**config.mk**
```make
export PLATFORM = sky130hd
export DESIGN_NAME = lkp_div
export DESIGN_NICKNAME = d
export VERILOG_FILES = /design/src/sv/lkp_pkg.sv /design/src/sv/lkp_div.sv
export SDC_FILE = /design/constraint.sdc
export NUM_CORES = 1
export LEC_CHECK = 0
export ABC_AREA = 1
export ABC_CLOCK_PERIOD_IN_PS = 4600
export BUFFER_PORTS_ARGS = -buffer_cell sky130_fd_sc_hd__buf_4
export CAP_MARGIN = 20
export CELL_PAD_IN_SITES_DETAIL_PLACEMENT = 1
export CELL_PAD_IN_SITES_GLOBAL_PLACEMENT = 2
export CORE_UTILIZATION = 33
export CTS_CLUSTER_SIZE = 10
export DETAILED_ROUTE_END_ITERATION = 8
export GPL_ROUTABILITY_DRIVEN = 0
export GPL_TIMING_DRIVEN = 0
export PLACE_DENSITY_LB_ADDON = 0.1
export SETUP_SLACK_MARGIN = 0.5
export SLEW_MARGIN = 5
export SYNTH_ARGS = -nofsm -noshare
export SYNTH_HDL_FRONTEND = slang
export SYNTH_SLANG_ARGS = --single-unit
```
**constraint.sdc**
```tcl
create_clock -name aclk -period 4.6 [get_ports aclk]
set_clock_uncertainty 0.1 [all_clocks]
set_input_delay 0.46 -clock aclk [delete_from_list [all_inputs] [get_ports aclk]]
set_output_delay 0.46 -clock aclk [all_outputs]
set_load 0.03 [all_outputs]
```
**src/sv/lkp_pkg.sv**
```systemverilog
// Shared constants and types for the last-k product engine.
`timescale 1ns / 1ps

package lkp_pkg;

    // Number of entries in each ring store.
    localparam int DEPTH  = 1024;
    localparam int PTR_W  = $clog2(DEPTH);
    localparam int CNT_W  = $clog2(DEPTH + 1);
    localparam int DATA_W = 32;
    localparam int K_W    = 11;
    // Width that holds both a pointer and k, plus a sign bit for wrap handling.
    localparam int SUM_W  = ((PTR_W > K_W) ? PTR_W : K_W) + 1;

    // Request kinds carried in tuser.
    localparam logic FUNC_APPEND = 1'b0;
    localparam logic FUNC_QUERY  = 1'b1;

    // Status of the shared divider.
    typedef struct packed {
        logic busy;
        logic done;
    } div_status_t;

endpackage

```
**src/sv/lkp_div.sv**
```systemverilog
// Iterative signed 32-bit divider, one quotient bit per cycle.
`timescale 1ns / 1ps

module lkp_div (
    input  logic                        aclk,
    input  logic                        aresetn,
    input  logic                        start,
    input  logic [lkp_pkg::DATA_W-1:0]  dividend,
    input  logic [lkp_pkg::DATA_W-1:0]  divisor,
    output logic [lkp_pkg::DATA_W-1:0]  quotient,
    output lkp_pkg::div_status_t        status
);

    localparam int W    = lkp_pkg::DATA_W;
    localparam int CW   = $clog2(W);
    localparam logic [1:0] ST_IDLE = 2'd0;
    localparam logic [1:0] ST_RUN  = 2'd1;
    localparam logic [1:0] ST_FIX  = 2'd2;

    logic [1:0]    state_reg, state_next;
    logic [CW-1:0] count_reg, count_next;
    logic [W-1:0]  rem_reg, rem_next;
    logic [W-1:0]  quo_reg, quo_next;
    logic [W-1:0]  den_reg, den_next;
    logic          neg_reg, neg_next;
    logic          zero_reg, zero_next;

    logic [W:0]    rem_sh;
    logic [W+1:0]  trial;

    always_comb begin
        rem_sh     = {rem_reg, quo_reg[W-1]};
        trial      = {1'b0, rem_sh} - {2'b00, den_reg};
        state_next = state_reg;
        count_next = count_reg;
        rem_next   = rem_reg;
        quo_next   = quo_reg;
        den_next   = den_reg;
        neg_next   = neg_reg;
        zero_next  = zero_reg;
        unique case (state_reg)
            ST_IDLE: begin
                if (start) begin
                    quo_next   = dividend[W-1] ? (W'(0) - dividend) : dividend;
                    den_next   = divisor[W-1] ? (W'(0) - divisor) : divisor;
                    rem_next   = '0;
                    neg_next   = dividend[W-1] ^ divisor[W-1];
                    zero_next  = (divisor == '0);
                    count_next = '0;
                    state_next = ST_RUN;
                end
            end
            ST_RUN: begin
                // Restoring step: subtract when the shifted remainder covers the divisor.
                if (!trial[W+1]) begin
                    rem_next = trial[W-1:0];
                    quo_next = {quo_reg[W-2:0], 1'b1};
                end else begin
                    rem_next = rem_sh[W-1:0];
                    quo_next = {quo_reg[W-2:0], 1'b0};
                end
                count_next = count_reg + CW'(1);
                if (count_reg == CW'(W - 1)) begin
                    state_next = ST_FIX;
                end
            end
            ST_FIX: begin
                state_next = ST_IDLE;
            end
            default: begin
                state_next = ST_IDLE;
            end
        endcase
    end

    always_ff @(posedge aclk) begin
        if (!aresetn) begin
            state_reg <= ST_IDLE;
            count_reg <= '0;
        end else begin
            state_reg <= state_next;
            count_reg <= count_next;
        end
        rem_reg  <= rem_next;
        quo_reg  <= quo_next;
        den_reg  <= den_next;
        neg_reg  <= neg_next;
        zero_reg <= zero_next;
    end

    // A zero divisor yields all ones; otherwise restore the sign of the magnitude.
    assign quotient    = zero_reg ? '1 : (neg_reg ? (W'(0) - quo_reg) : quo_reg);
    assign status.busy = (state_reg != ST_IDLE);
    assign status.done = (state_reg == ST_FIX);

endmodule
```
==> flow_summary.yaml <==
sta:
  layout_worst_path_cycle_share_pct: 69.1
  timing.final.ws_setup_ns: 1.42
  maxSlewHeadroom_pct: 49.5
  final.min_clock_period_ns: 3.18
  final_max_slew_viol_count: 0
  timing_hold_violations_final: 0
  report.final.setup_viol: 0
  final.setup.tns_ns: 0
  unrepaired_setup_endpoints_after_global_routing: "no"
  worst_hold_slack_ns: 0.202
  fmax_mhz: 314
  tightest_slew_ns: 0.755
global_routing:
  antenna_found_initial: 1
  first_global_vias: 9770
  grt_remaining_overflow: 0
  globalRouteTotalUtil_pct: 23.5
  maximum_number_of_pins_on_one_net_before_global_route_repair: 63
  grt_pass1_wl_um: 54500
power_and_ir_drop:
  vdd_ir_drop_max_mv: 0.142
  p_sw_mw: 1.62
  design_power_total_mw: 3.80
  internal_cell_power_mw: 2.18
  p_leak_nw: 5.62
  gate_power_share_pct: 44.2
  power_density_nw_per_um2: 336
  share_seq_of_total_power_pct: 33.9
  sw_frac_of_total_pct: 42.5
  clock_power_share_pct: 21.9
place:
  post-place-ws_ns: 1.45
  placed_cells_incl_taps: 1994
  place.port_buffers: 100
  place.detailed.hpwl_um: 28600
finish:
  instances_no_fill: 2010
  final_cell_mix: "nand2_1, inv_1, nor2_1"
  final_common_cell: "nand2_1"
  antenna_cells: 0
  finish.net_count: 1726
  synthToLayoutAreaGrowth_pct: 16.3
  layout-drive-gt1-share_pct: 10.5
  n_fill_cell: 3850
route:
  drt_iter0_markers: 578
  route.detailed.vias_per_inst: 4.86
  postRouteAntennaNets: 0
  drt_wl_total_um: 34600
  wl_per_cell_um: 17.2
  route.vias.total: 9777
  drt-pass1-iter-count: 5
  detail_route.drc_violations: 0
synthesis:
  synth.yosys.warnings: 0
  post-synth-top-area-cell: "edfxtp_1"
  postSynthRegisterBits: 105
  syn-num-nets: 1613
  synthCells: 1508
  mappedNetlistArea_um2: 9730
  synth_top_area_share_pct: 30.3
  synth.distinct_cells: 46
  post_synth.cell_area_avg_um2: 6.45
  synth.yosys.seq_area_share_pct: 31.7
  synth_area_leaders: "edfxtp_1, nand2_1, inv_1, nor2_1, nand3_1"
setup_path:
  regToRegSetupSlack_ns: 1.44
  critical_path_required_ns: 4.04
  arrival_time_worst_endpoint_ns: 2.62
  worstSetupEndpointType: "primary output"
  crit_type: "reg2out"
  setup.worst_path.start_class: "flop"
  critPathMaxFanout: 10
floorplan:
  chipWidth_um: 174
  pin_count: 101
  placementRows: 62
  floorplan.initialDensity_pct: 33.7
  die_height_um: 174
  die_area_um2: 30200
  fp.coreArea_um2: 28900
cts:
  cts.sink_count: 105
  tritoncts: "built"
  post_cts.resized_instances: 0
  cts_post_setup_buffers_inserted: 0
  root_buffer: "clkbuf_16"
  cts_inserted_buffers: 9
  worstSkewPairLatency_ns: 0.36
  holdBufCountCts: 0
  h_tree_depth: 3
  clock_tree.buffer_depth: 2
  clk_pin_slew_ns: 0.08
outcome:
  run_status: "completed"
job:
  max-cap-violations: 0
hold_path:
  hp-class: "in2reg"
[stage by stage]
step | utilization (%) | area, µm²
finish | 39.2 | 11300
detailed placement | 38.2 | 11000
global route | 39.2 | 11300
global placement | 38.0 | 11000
floorplan | - | 9730
CTS | 39.2 | 11300
[cell families after synthesis]
logic type	count (synthesis)	share of synthesized area (%)
fa+ha+maj	38	4.96
buf+inv	294	11.8
flops	105	31.7
xor+xnor	59	5.31
simple gates	888	39.2
compound gates	124	7.02
[worst max-delay path, cell delays in order (launching register included)]
cell and delay (ns):
edfxtp_1 0.38, clkbuf_1 0.53, clkbuf_1 0.56, nand2_1 0.14, o21ai_0 0.39, buf_4 0.24
[synthesized netlist by cell type, drive strengths merged]
cell type,number
nand2,486
and2,6
o21bai,1
fa,1
o211ai,8
inv,264
clkinv,2
xnor2,12
nand3b,24
nor3,16
a221oi,1
a21oi,36
a31oi,1
nor3b,1
o21ai,73
ha,37
nor4,5
clkbuf,20
edfxtp,98
or2,4
dfxtp,7
nand4,22
nand3,118
o31ai,2
buf,8
o21a,1
nor2,206
o22ai,1
xor2,47
[power by group through the flow]
| stage | sequential (mW) | clock, mW | combinational, mW |
|---|---|---|---|
| floorplan | 1.28 | 0 | 1.13 |
| global placement | 1.31 | 0 | 1.64 |
| detailed placement | 1.31 | 0 | 1.68 |
| CTS | 1.29 | 0.846 | 1.69 |
| global route | 1.30 | 0.876 | 1.88 |
| finish | 1.29 | 0.831 | 1.68 |
[final timing paths]
path / from / endpoint / depth (start not counted)
max: neg_reg / quotient[2] / 5
min: divisor[0] / den_reg[0] / 1
max reg2reg: quo_reg[31] / rem_reg[30] / 16
min reg2reg: count_reg[3] / count_reg[3] / 2
[metal layers]
| layer | track usage [%] | share of wire [%] | up-vias |
|---|---|---|---|
| li1 | - | - | 4978 |
| met1 | 36.3 | 54 | 4615 |
| met2 | 34.3 | 41 | 154 |
| met3 | 2.98 | 3.9 | 28 |
| met4 | 5.12 | 1.4 | 2 |
| met5 | 0 | 0.023 | - |
[layout make-up]
cell class | instances | area [µm²] | area share, %
multi-input combinational | 1109 | 5510 | 48.7
sequential | 105 | 3080 | 27.2
inverter | 266 | 1010 | 8.89
timing repair buffer | 102 | 798 | 7.05
tap | 384 | 480 | 4.25
clock buffer | 10 | 229 | 2.02
buffer | 28 | 141 | 1.25
clock inverter | 6 | 71.3 | 0.630
Power figures use the tool's default switching activity.
